--- src/vkt_pkg.sv ---
// vkt_pkg: sizes, operation codes and status codes of the versioned key table
// used by versioned_key_table; depends on nothing else
package vkt_pkg;

  localparam int unsigned TABLE_DEPTH  = 32;
  localparam int unsigned PAYLOAD_BITS = 64;
  localparam int unsigned RESULT_CAP   = 32;

  localparam int unsigned ACTION_W  = 2;
  localparam int unsigned KEY_W     = 32;
  localparam int unsigned REL_W     = 16;
  localparam int unsigned PAY_PORT_W = 64;
  localparam int unsigned STATUS_W  = 3;
  localparam int unsigned COUNT_W   = 6;

  localparam int unsigned IDX_W  = $clog2(TABLE_DEPTH);
  localparam int unsigned CNT_W  = $clog2(TABLE_DEPTH + 1);
  localparam int unsigned EMIT_W = $clog2(RESULT_CAP + 1);

  localparam logic [REL_W-1:0] REL_MAX = {REL_W{1'b1}};

  typedef enum logic [ACTION_W-1:0] {
    ACT_INSERT  = 2'd0,
    ACT_DEL_ONE = 2'd1,
    ACT_DEL_ALL = 2'd2,
    ACT_SEARCH  = 2'd3
  } action_e;

  typedef enum logic [STATUS_W-1:0] {
    ST_OK        = 3'd0,
    ST_FULL      = 3'd1,
    ST_OVERFLOW  = 3'd2,
    ST_NOT_FOUND = 3'd3,
    ST_NO_MATCH  = 3'd4
  } status_e;

  typedef struct packed {
    logic [KEY_W-1:0]        key;
    logic [REL_W-1:0]        rel;
    logic [PAYLOAD_BITS-1:0] pay;
  } slot_t;

endpackage

--- src/versioned_key_table.sv ---
// versioned_key_table: keyed table holding several versions per key, one shared
// slot compare unit swept over the slot memory; depends on vkt_pkg
//
//   channel   handshake                 fields
//   request   start / busy              action, key, release_sel, match_any, payload
//   result    result_valid_o (1 cycle)  status, out_key, out_release, out_payload,
//                                       entry_count, key_count, last
//
// every request sweeps all slots through one compare unit, one slot per cycle:
// insert and delete make one pass; a search makes one pass per reported match plus one
// a result strobes the cycle after the pass that completes it; busy is high meanwhile
// reset clears the valid bits and both counts at once, no clearing pass is needed
// results cannot be stalled: each strobe is taken in its own cycle
module versioned_key_table (
  input  logic                              clk_i,
  input  logic                              rst_ni,
  input  logic                              start,
  output logic                              busy,
  input  logic [vkt_pkg::ACTION_W-1:0]      action_i,
  input  logic signed [vkt_pkg::KEY_W-1:0]  key_i,
  input  logic [vkt_pkg::REL_W-1:0]         release_sel_i,
  input  logic                              match_any_i,
  input  logic [vkt_pkg::PAY_PORT_W-1:0]    payload_i,
  output logic                              result_valid_o,
  output logic [vkt_pkg::STATUS_W-1:0]      status_o,
  output logic signed [vkt_pkg::KEY_W-1:0]  out_key_o,
  output logic [vkt_pkg::REL_W-1:0]         out_release_o,
  output logic [vkt_pkg::PAY_PORT_W-1:0]    out_payload_o,
  output logic [vkt_pkg::COUNT_W-1:0]       entry_count_o,
  output logic [vkt_pkg::COUNT_W-1:0]       key_count_o,
  output logic                              last_o
);
  import vkt_pkg::*;

  localparam logic [1:0] S_IDLE = 2'd0;
  localparam logic [1:0] S_SCAN = 2'd1;
  localparam logic [1:0] S_FIN  = 2'd2;

  logic [1:0] state_q, state_d;

  // request
  action_e                 act_q, act_d;
  logic [KEY_W-1:0]        key_q, key_d;
  logic [REL_W-1:0]        sel_q, sel_d;
  logic                    any_q, any_d;
  logic [PAYLOAD_BITS-1:0] pay_q, pay_d;

  // sweep
  logic [CNT_W-1:0] scan_cnt_q, scan_cnt_d;
  logic             p_vld_q, p_vld_d;
  logic [IDX_W-1:0] rd_idx_q, rd_idx_d;
  slot_t            rd_q;

  logic [TABLE_DEPTH-1:0] slot_valid_q, slot_valid_d;
  slot_t                  slot_mem [TABLE_DEPTH];
  logic                   mem_we;

  // accumulators of one pass
  logic                    free_found_q, free_found_d;
  logic [IDX_W-1:0]        free_idx_q, free_idx_d;
  logic                    found_q, found_d;
  logic [IDX_W-1:0]        best_idx_q, best_idx_d;
  logic [REL_W-1:0]        best_rel_q, best_rel_d;
  logic [PAYLOAD_BITS-1:0] best_pay_q, best_pay_d;
  logic [CNT_W-1:0]        n_q, n_d;

  // search passes
  logic                    bounded_q, bounded_d;
  logic [REL_W-1:0]        bound_q, bound_d;
  logic [REL_W-1:0]        hold_rel_q, hold_rel_d;
  logic [PAYLOAD_BITS-1:0] hold_pay_q, hold_pay_d;
  logic [EMIT_W-1:0]       emit_cnt_q, emit_cnt_d;

  logic [CNT_W-1:0] entries_q, entries_d;
  logic [CNT_W-1:0] keys_q, keys_d;

  // result register
  logic                    res_vld_q, res_vld_d;
  status_e                 res_status_q, res_status_d;
  logic [REL_W-1:0]        res_rel_q, res_rel_d;
  logic [PAYLOAD_BITS-1:0] res_pay_q, res_pay_d;
  logic                    res_last_q, res_last_d;

  // compare unit
  logic slot_v, hit_key, rel_ok, below, match, take;

  assign slot_v  = slot_valid_q[rd_idx_q];
  assign hit_key = p_vld_q && slot_v && (rd_q.key == key_q);
  assign rel_ok  = any_q || (rd_q.rel == sel_q);
  assign below   = !bounded_q || (rd_q.rel < bound_q);
  assign match   = hit_key && rel_ok && below;
  assign take    = match && (!found_q || (rd_q.rel > best_rel_q));

  always_comb begin
    state_d      = state_q;
    act_d        = act_q;
    key_d        = key_q;
    sel_d        = sel_q;
    any_d        = any_q;
    pay_d        = pay_q;
    scan_cnt_d   = scan_cnt_q;
    p_vld_d      = 1'b0;
    rd_idx_d     = rd_idx_q;
    slot_valid_d = slot_valid_q;
    mem_we       = 1'b0;
    free_found_d = free_found_q;
    free_idx_d   = free_idx_q;
    found_d      = found_q;
    best_idx_d   = best_idx_q;
    best_rel_d   = best_rel_q;
    best_pay_d   = best_pay_q;
    n_d          = n_q;
    bounded_d    = bounded_q;
    bound_d      = bound_q;
    hold_rel_d   = hold_rel_q;
    hold_pay_d   = hold_pay_q;
    emit_cnt_d   = emit_cnt_q;
    entries_d    = entries_q;
    keys_d       = keys_q;
    res_vld_d    = 1'b0;
    res_status_d = res_status_q;
    res_rel_d    = res_rel_q;
    res_pay_d    = res_pay_q;
    res_last_d   = res_last_q;

    unique case (state_q)
      S_IDLE: begin
        if (start) begin
          // delete all without match_any is a plain delete one
          if (action_e'(action_i) == ACT_DEL_ALL && !match_any_i) begin
            act_d = ACT_DEL_ONE;
          end else begin
            act_d = action_e'(action_i);
          end
          key_d        = key_i;
          sel_d        = release_sel_i;
          any_d        = match_any_i || (action_e'(action_i) == ACT_INSERT);
          pay_d        = payload_i[PAYLOAD_BITS-1:0];
          scan_cnt_d   = '0;
          free_found_d = 1'b0;
          found_d      = 1'b0;
          n_d          = '0;
          bounded_d    = 1'b0;
          emit_cnt_d   = '0;
          state_d      = S_SCAN;
        end
      end

      S_SCAN: begin
        if (scan_cnt_q < CNT_W'(TABLE_DEPTH)) begin
          p_vld_d    = 1'b1;
          rd_idx_d   = scan_cnt_q[IDX_W-1:0];
          scan_cnt_d = scan_cnt_q + CNT_W'(1);
        end else begin
          state_d = S_FIN;
        end
        if (hit_key) begin
          n_d = n_q + CNT_W'(1);
          if (act_q == ACT_DEL_ALL) begin
            slot_valid_d[rd_idx_q] = 1'b0;
          end
        end
        if (p_vld_q && !slot_v && !free_found_q) begin
          free_found_d = 1'b1;
          free_idx_d   = rd_idx_q;
        end
        if (take) begin
          found_d    = 1'b1;
          best_idx_d = rd_idx_q;
          best_rel_d = rd_q.rel;
          best_pay_d = rd_q.pay;
        end
      end

      S_FIN: begin
        state_d    = S_IDLE;
        res_pay_d  = '0;
        res_rel_d  = '0;
        res_last_d = 1'b1;
        unique case (act_q)
          ACT_INSERT: begin
            res_vld_d = 1'b1;
            if (!free_found_q) begin
              res_status_d = ST_FULL;
            end else if (found_q && best_rel_q == REL_MAX) begin
              res_status_d = ST_OVERFLOW;
            end else begin
              res_status_d = ST_OK;
              res_rel_d    = found_q ? best_rel_q + REL_W'(1) : REL_W'(1);
              mem_we       = 1'b1;
              slot_valid_d[free_idx_q] = 1'b1;
              entries_d    = entries_q + CNT_W'(1);
              if (!found_q) begin
                keys_d = keys_q + CNT_W'(1);
              end
            end
          end
          ACT_DEL_ONE: begin
            res_vld_d = 1'b1;
            if (!found_q) begin
              res_status_d = ST_NOT_FOUND;
            end else begin
              res_status_d = ST_OK;
              res_rel_d    = best_rel_q;
              slot_valid_d[best_idx_q] = 1'b0;
              entries_d    = entries_q - CNT_W'(1);
              if (n_q == CNT_W'(1)) begin
                keys_d = keys_q - CNT_W'(1);
              end
            end
          end
          ACT_DEL_ALL: begin
            res_vld_d = 1'b1;
            if (n_q == '0) begin
              res_status_d = ST_NOT_FOUND;
            end else begin
              res_status_d = ST_OK;
              entries_d    = entries_q - n_q;
              keys_d       = keys_q - CNT_W'(1);
            end
          end
          ACT_SEARCH: begin
            res_status_d = ST_OK;
            if (!bounded_q) begin
              if (!found_q) begin
                res_vld_d    = 1'b1;
                res_status_d = ST_NO_MATCH;
              end else begin
                // newest match found, hold it and look for the next older one
                hold_rel_d = best_rel_q;
                hold_pay_d = best_pay_q;
                bounded_d  = 1'b1;
                bound_d    = best_rel_q;
                state_d    = S_SCAN;
              end
            end else begin
              res_vld_d = 1'b1;
              res_rel_d = hold_rel_q;
              res_pay_d = PAY_PORT_W'(hold_pay_q);
              if (found_q && (EMIT_W'(emit_cnt_q + EMIT_W'(1)) < EMIT_W'(RESULT_CAP))) begin
                res_last_d = 1'b0;
                hold_rel_d = best_rel_q;
                hold_pay_d = best_pay_q;
                bound_d    = best_rel_q;
                emit_cnt_d = emit_cnt_q + EMIT_W'(1);
                state_d    = S_SCAN;
              end
            end
            if (state_d == S_SCAN) begin
              scan_cnt_d   = '0;
              found_d      = 1'b0;
              free_found_d = 1'b0;
              n_d          = '0;
            end
          end
          default: ;
        endcase
      end

      default: state_d = S_IDLE;
    endcase
  end

  always_ff @(posedge clk_i or negedge rst_ni) begin
    if (!rst_ni) begin
      state_q      <= S_IDLE;
      p_vld_q      <= 1'b0;
      slot_valid_q <= '0;
      entries_q    <= '0;
      keys_q       <= '0;
      res_vld_q    <= 1'b0;
      scan_cnt_q   <= '0;
      free_found_q <= 1'b0;
      found_q      <= 1'b0;
      bounded_q    <= 1'b0;
      emit_cnt_q   <= '0;
      n_q          <= '0;
    end else begin
      state_q      <= state_d;
      p_vld_q      <= p_vld_d;
      slot_valid_q <= slot_valid_d;
      entries_q    <= entries_d;
      keys_q       <= keys_d;
      res_vld_q    <= res_vld_d;
      scan_cnt_q   <= scan_cnt_d;
      free_found_q <= free_found_d;
      found_q      <= found_d;
      bounded_q    <= bounded_d;
      emit_cnt_q   <= emit_cnt_d;
      n_q          <= n_d;
    end
  end

  always_ff @(posedge clk_i) begin
    act_q        <= act_d;
    key_q        <= key_d;
    sel_q        <= sel_d;
    any_q        <= any_d;
    pay_q        <= pay_d;
    rd_idx_q     <= rd_idx_d;
    free_idx_q   <= free_idx_d;
    best_idx_q   <= best_idx_d;
    best_rel_q   <= best_rel_d;
    best_pay_q   <= best_pay_d;
    bound_q      <= bound_d;
    hold_rel_q   <= hold_rel_d;
    hold_pay_q   <= hold_pay_d;
    res_status_q <= res_status_d;
    res_rel_q    <= res_rel_d;
    res_pay_q    <= res_pay_d;
    res_last_q   <= res_last_d;
  end

  // slot memory, one write and one registered read per cycle
  always_ff @(posedge clk_i) begin
    if (mem_we) begin
      slot_mem[free_idx_q] <= '{key: key_q, rel: res_rel_d, pay: pay_q};
    end
    rd_q <= slot_mem[rd_idx_d];
  end

  assign busy           = (state_q != S_IDLE);
  assign result_valid_o = res_vld_q;
  assign status_o       = res_status_q;
  assign out_key_o      = key_q;
  assign out_release_o  = res_rel_q;
  assign out_payload_o  = res_pay_q;
  assign entry_count_o  = COUNT_W'(entries_q);
  assign key_count_o    = COUNT_W'(keys_q);
  assign last_o         = res_last_q;

`ifndef SYNTHESIS
  a_result_from_fin: assert property (@(posedge clk_i) disable iff (!rst_ni)
    res_vld_q |-> $past(state_q == S_FIN))
    else $error("result strobe without a finishing step");

  a_count_matches_valid: assert property (@(posedge clk_i) disable iff (!rst_ni)
    (state_q == S_IDLE) |-> ($countones(slot_valid_q) == 32'(entries_q)))
    else $error("entry count differs from valid slots");

  a_keys_le_entries: assert property (@(posedge clk_i) disable iff (!rst_ni)
    (state_q == S_IDLE) |-> (keys_q <= entries_q))
    else $error("more keys than entries");

  a_start_scans: assert property (@(posedge clk_i) disable iff (!rst_ni)
    (start && !busy) |=> (state_q == S_SCAN))
    else $error("accepted request did not start a sweep");

  a_last_ends_run: assert property (@(posedge clk_i) disable iff (!rst_ni)
    (res_vld_q && res_last_q) |-> (state_d == S_IDLE || state_q == S_IDLE))
    else $error("final result while the sweep goes on");
`endif

endmodule

--- config.mk ---
export PLATFORM = sky130hd
export DESIGN_NAME = versioned_key_table
export DESIGN_NICKNAME = d
export VERILOG_FILES = /design/src/vkt_pkg.sv /design/src/versioned_key_table.sv
export SDC_FILE = /design/constraint.sdc
export NUM_CORES = 2
export LEC_CHECK = 0
export ABC_AREA = 1
export BUFFER_PORTS_ARGS = -buffer_cell sky130_fd_sc_hd__buf_4
export CAP_MARGIN = 15
export CORE_ASPECT_RATIO = 1.75
export CORE_MARGIN = 2
export CORE_UTILIZATION = 50
export CTS_CLUSTER_SIZE = 14
export DETAILED_ROUTE_END_ITERATION = 8
export PLACE_DENSITY = 0.66
export SETUP_SLACK_MARGIN = 0.05
export SYNTH_ARGS = -nofsm -noshare
export SYNTH_HDL_FRONTEND = slang
export SYNTH_SLANG_ARGS = --single-unit
export TNS_END_PERCENT = 20
--- constraint.sdc ---
create_clock -name clk_i -period 14.5 [get_ports clk_i]
set_input_delay 0.725 -clock clk_i [delete_from_list [all_inputs] [get_ports clk_i]]
set_output_delay 0.725 -clock clk_i [all_outputs]
set_load 0.02 [all_outputs]
==> results.json <==
{
  "drv_slew": 0,
  "viasPerCell": 6.17,
  "critical_path_class": "flop to flop",
  "p_sw_mw": 13.3,
  "cts.clk_slew.worst_paths_ps": 60,
  "setup_tns_ps": 0,
  "num_vias": 107000,
  "grt_max_degree": 233,
  "drt-total-wl_microns": 472000,
  "detail_route.first_pass.iterations": 6,
  "outcome": "finished clean",
  "cts_tree": "yes",
  "core_area_sq_mm": 0.322,
  "utilization": 0.560,
  "period_share": 0.417,
  "syn_area_sq_mm": 0.162,
  "die_h_microns": 756,
  "syn_avg_cell_area_sq_um": 12.8,
  "syn-instance-count": 12600,
  "tightestPinTransition_ps": 1380,
  "yosysMostFrequentCell": "edfxtp_1",
  "rows": 276,
  "hpwlAfterDp_microns": 211000,
  "cts_buffers": 372,
  "grt_pass1_vias": 104000,
  "syn_nets": 12800,
  "overflow": 0,
  "slew_headroom": 0.0767,
  "timing.max_cap.violations": 0,
  "drc": 0,
  "clock_power_share": 0.269,
  "crit_path_end_kind": "flop",
  "ys_ff_latch": 4139,
  "period_needed_ps": 6040,
  "initial_core_util": 0.502,
  "synth_common_cells": "3937 x edfxtp_1, 2160 x nand2_1, 1515 x nor2_1",
  "die_x_microns": 434,
  "critPathArrivalTime_ps": 6920,
  "fmax_mhz": 166,
  "synthDistinctLibCells": 44,
  "hold_buffers": 111,
  "gr-usage-all-layers": 0.281,
  "power.density_mw_per_mm2": 200,
  "yosysTopAreaCellShare": 0.731,
  "drtAntennaViolNets": 0,
  "p_sw_frac": 0.369,
  "power.leakage_nw": 61.9,
  "synth.largest_area_cell": "edfxtp_1",
  "startpoint_type": "flop",
  "rsz0062_at_grt": "no",
  "ctsResizeCount": 0,
  "ioPinCount": 248,
  "synth_edf_count": 3937,
  "min_path_type": "primary input to flop",
  "wl_per_cell_microns": 27.2,
  "combPwrFrac": 0.333,
  "setup_viol": 0,
  "cts_buffer_depth": 4,
  "ys_seq_area_frac": 0.758,
  "synth-main-ff-cell": "edfxtp_1",
  "async_reset_ff_frac": 0.0167,
  "dieArea_sq_mm": 0.328,
  "seqPwrFrac": 0.398,
  "filler_cell_count": 25400,
  "yosys_warnings": 0,
  "place_congestion": 0.836,
  "finalNetCount": 12900,
  "ys_top_cells_by_area": "edfxtp_1 73%, nand2_1 5.0%, nand3_1 4.1%",
  "vdd_drop_max_mv": 0.354,
  "syn2layout_area_growth_pct": 11.6,
  "finalHoldViolations": 0,
  "htreeDepth": 5,
  "clkSinkCount": 4139,
  "required_ps": 15380,
  "grt_pass1_wl_microns": 680000,
  "drt_iter0_markers": 15800,
  "drive_gt1_frac": 0.0768,
  "skew_ps": 48.7,
  "power_mw": 36.1,
  "clk_latency_ps": 970,
  "io_buffers": 247,
  "cts_setup_buffers": 0,
  "reg2reg_slack_ps": 8460,
  "intPower_mw": 22.8,
  "critPathMaxFanout": 165,
  "antenna_found_initial": 16,
  "root_buffer": "clkbuf_16"
}
## final timing paths
path                               endpoint  depth (start not counted)           from
setup / recovery                    rd_q[4]                         15     state_q[1]
hold / removal                    pay_q[63]                          1  payload_i[63]
setup reg to reg                    rd_q[4]                         15     state_q[1]
hold reg to reg              best_pay_q[17]                          0       rd_q[17]
max in group asynchronous  slot_valid_q[23]                          2         rst_ni
min in group asynchronous    key_count_o[3]                          2         rst_ni
## stage by stage
step	hold slack, ps	cell area [sq um]	std cells	setup WS (ps)
3_5_place_dp	390	168000	16600	8700
5_1_grt	20.6	181000	17400	8190
3_3_place_gp	388	168000	16600	8710
6_report	52.8	181000	17400	8460
4_1_cts	17.7	180000	17300	8620
2_1_floorplan	386	162000	12600	3340
## power groups by stage
| stage | Combinational (mW) | Sequential [mW] | Clock, mW |
|---|---|---|---|
| floorplan | 8.46 | 14.5 | 0 |
| global placement | 11.4 | 14.6 | 0 |
| detailed placement | 11.7 | 14.6 | 0 |
| CTS | 11.8 | 14.4 | 9.80 |
| global route | 13.2 | 14.4 | 10.2 |
| finish | 12.0 | 14.4 | 9.70 |
## cell families (layout without fill, tap and decap cells)
group	count (synthesis)	after routing	synth area share
flops	4139	4139	0.758
xor+xnor	52	52	0.00282
simple gates	5115	5115	0.130
other cells	0	3	0
buf+inv	1055	1452	0.0279
compound gates	2223	2223	0.0761
fa+ha+maj	58	58	0.00458
## critical path: stages, from the launching register on
cell     delay (ps)
dfrtp_1         460
inv_1           110
ha_1            540
nand2_2         370
nand2_1         210
o21ai_4         150
inv_16          420
buf_4           910
buf_4           870
buf_12          640
o21ai_0         270
o22ai_1         210
nand2_1          80
nand3_1         100
nand3_1          80
nand2_1         110
## layout by cell type (no fill, tap or decap), drive strengths merged, types with 2 or more instances in the layout
master       Yosys  routed
clkinv           4      84
or2              8       8
o211ai         113     113
o21ai         1414    1414
a21oi           31      31
a22oi           32      32
o21a             2       2
xnor2           20      20
fa               2       2
inv            235     248
dlygate4sd3      0     111
nor4             4       4
diode            0       3
dfrtp           69      69
dfxtp          133     133
ha              56      56
xor2            32      32
o31ai            6       6
clkinvlp         0       3
bufinv           0      19
edfxtp        3937    3937
nand2         2162    2162
nor2          1516    1516
nand3         1319    1319
clkbuf         376     554
nor3            51      51
and3             2       2
buf            440     433
o22ai          621     621
nand4           50      50
## sequential cells by signal, summed over array words and instances, names as in the netlist, 16 cells and up
signal and cells:
out_release_o 16, out_payload_o 64, rd_q 112, hold_rel_q 16, hold_pay_q 64, pay_q 64
best_rel_q 16, slot_valid_q 32, slot_mem 3584, out_key_o 32, sel_q 16, best_pay_q 64
## per-layer routing
metal / track usage / up-vias / routed length [microns]
li1: - / 46100 / -
met1: 0.365 / 53300 / 174000
met2: 0.472 / 6331 / 231000
met3: 0.0360 / 1182 / 45400
met4: 0.126 / 10 / 22000
met5: 0 / - / 68
## cell type report
| class | instances | area, sq um | area share |
|---|---|---|---|
| sequential | 4139 | 123000 | 0.679 |
| timing repair buffer | 545 | 4980 | 0.0276 |
| multi-input combinational | 7448 | 34800 | 0.193 |
| tap | 4309 | 5390 | 0.0299 |
| clock inverter | 115 | 1100 | 0.00609 |
| clock buffer | 553 | 10600 | 0.0589 |
| antenna | 3 | 7.51 | 0.0000416 |
| inverter | 239 | 948 | 0.00525 |
(Power assumes the default switching activity.)
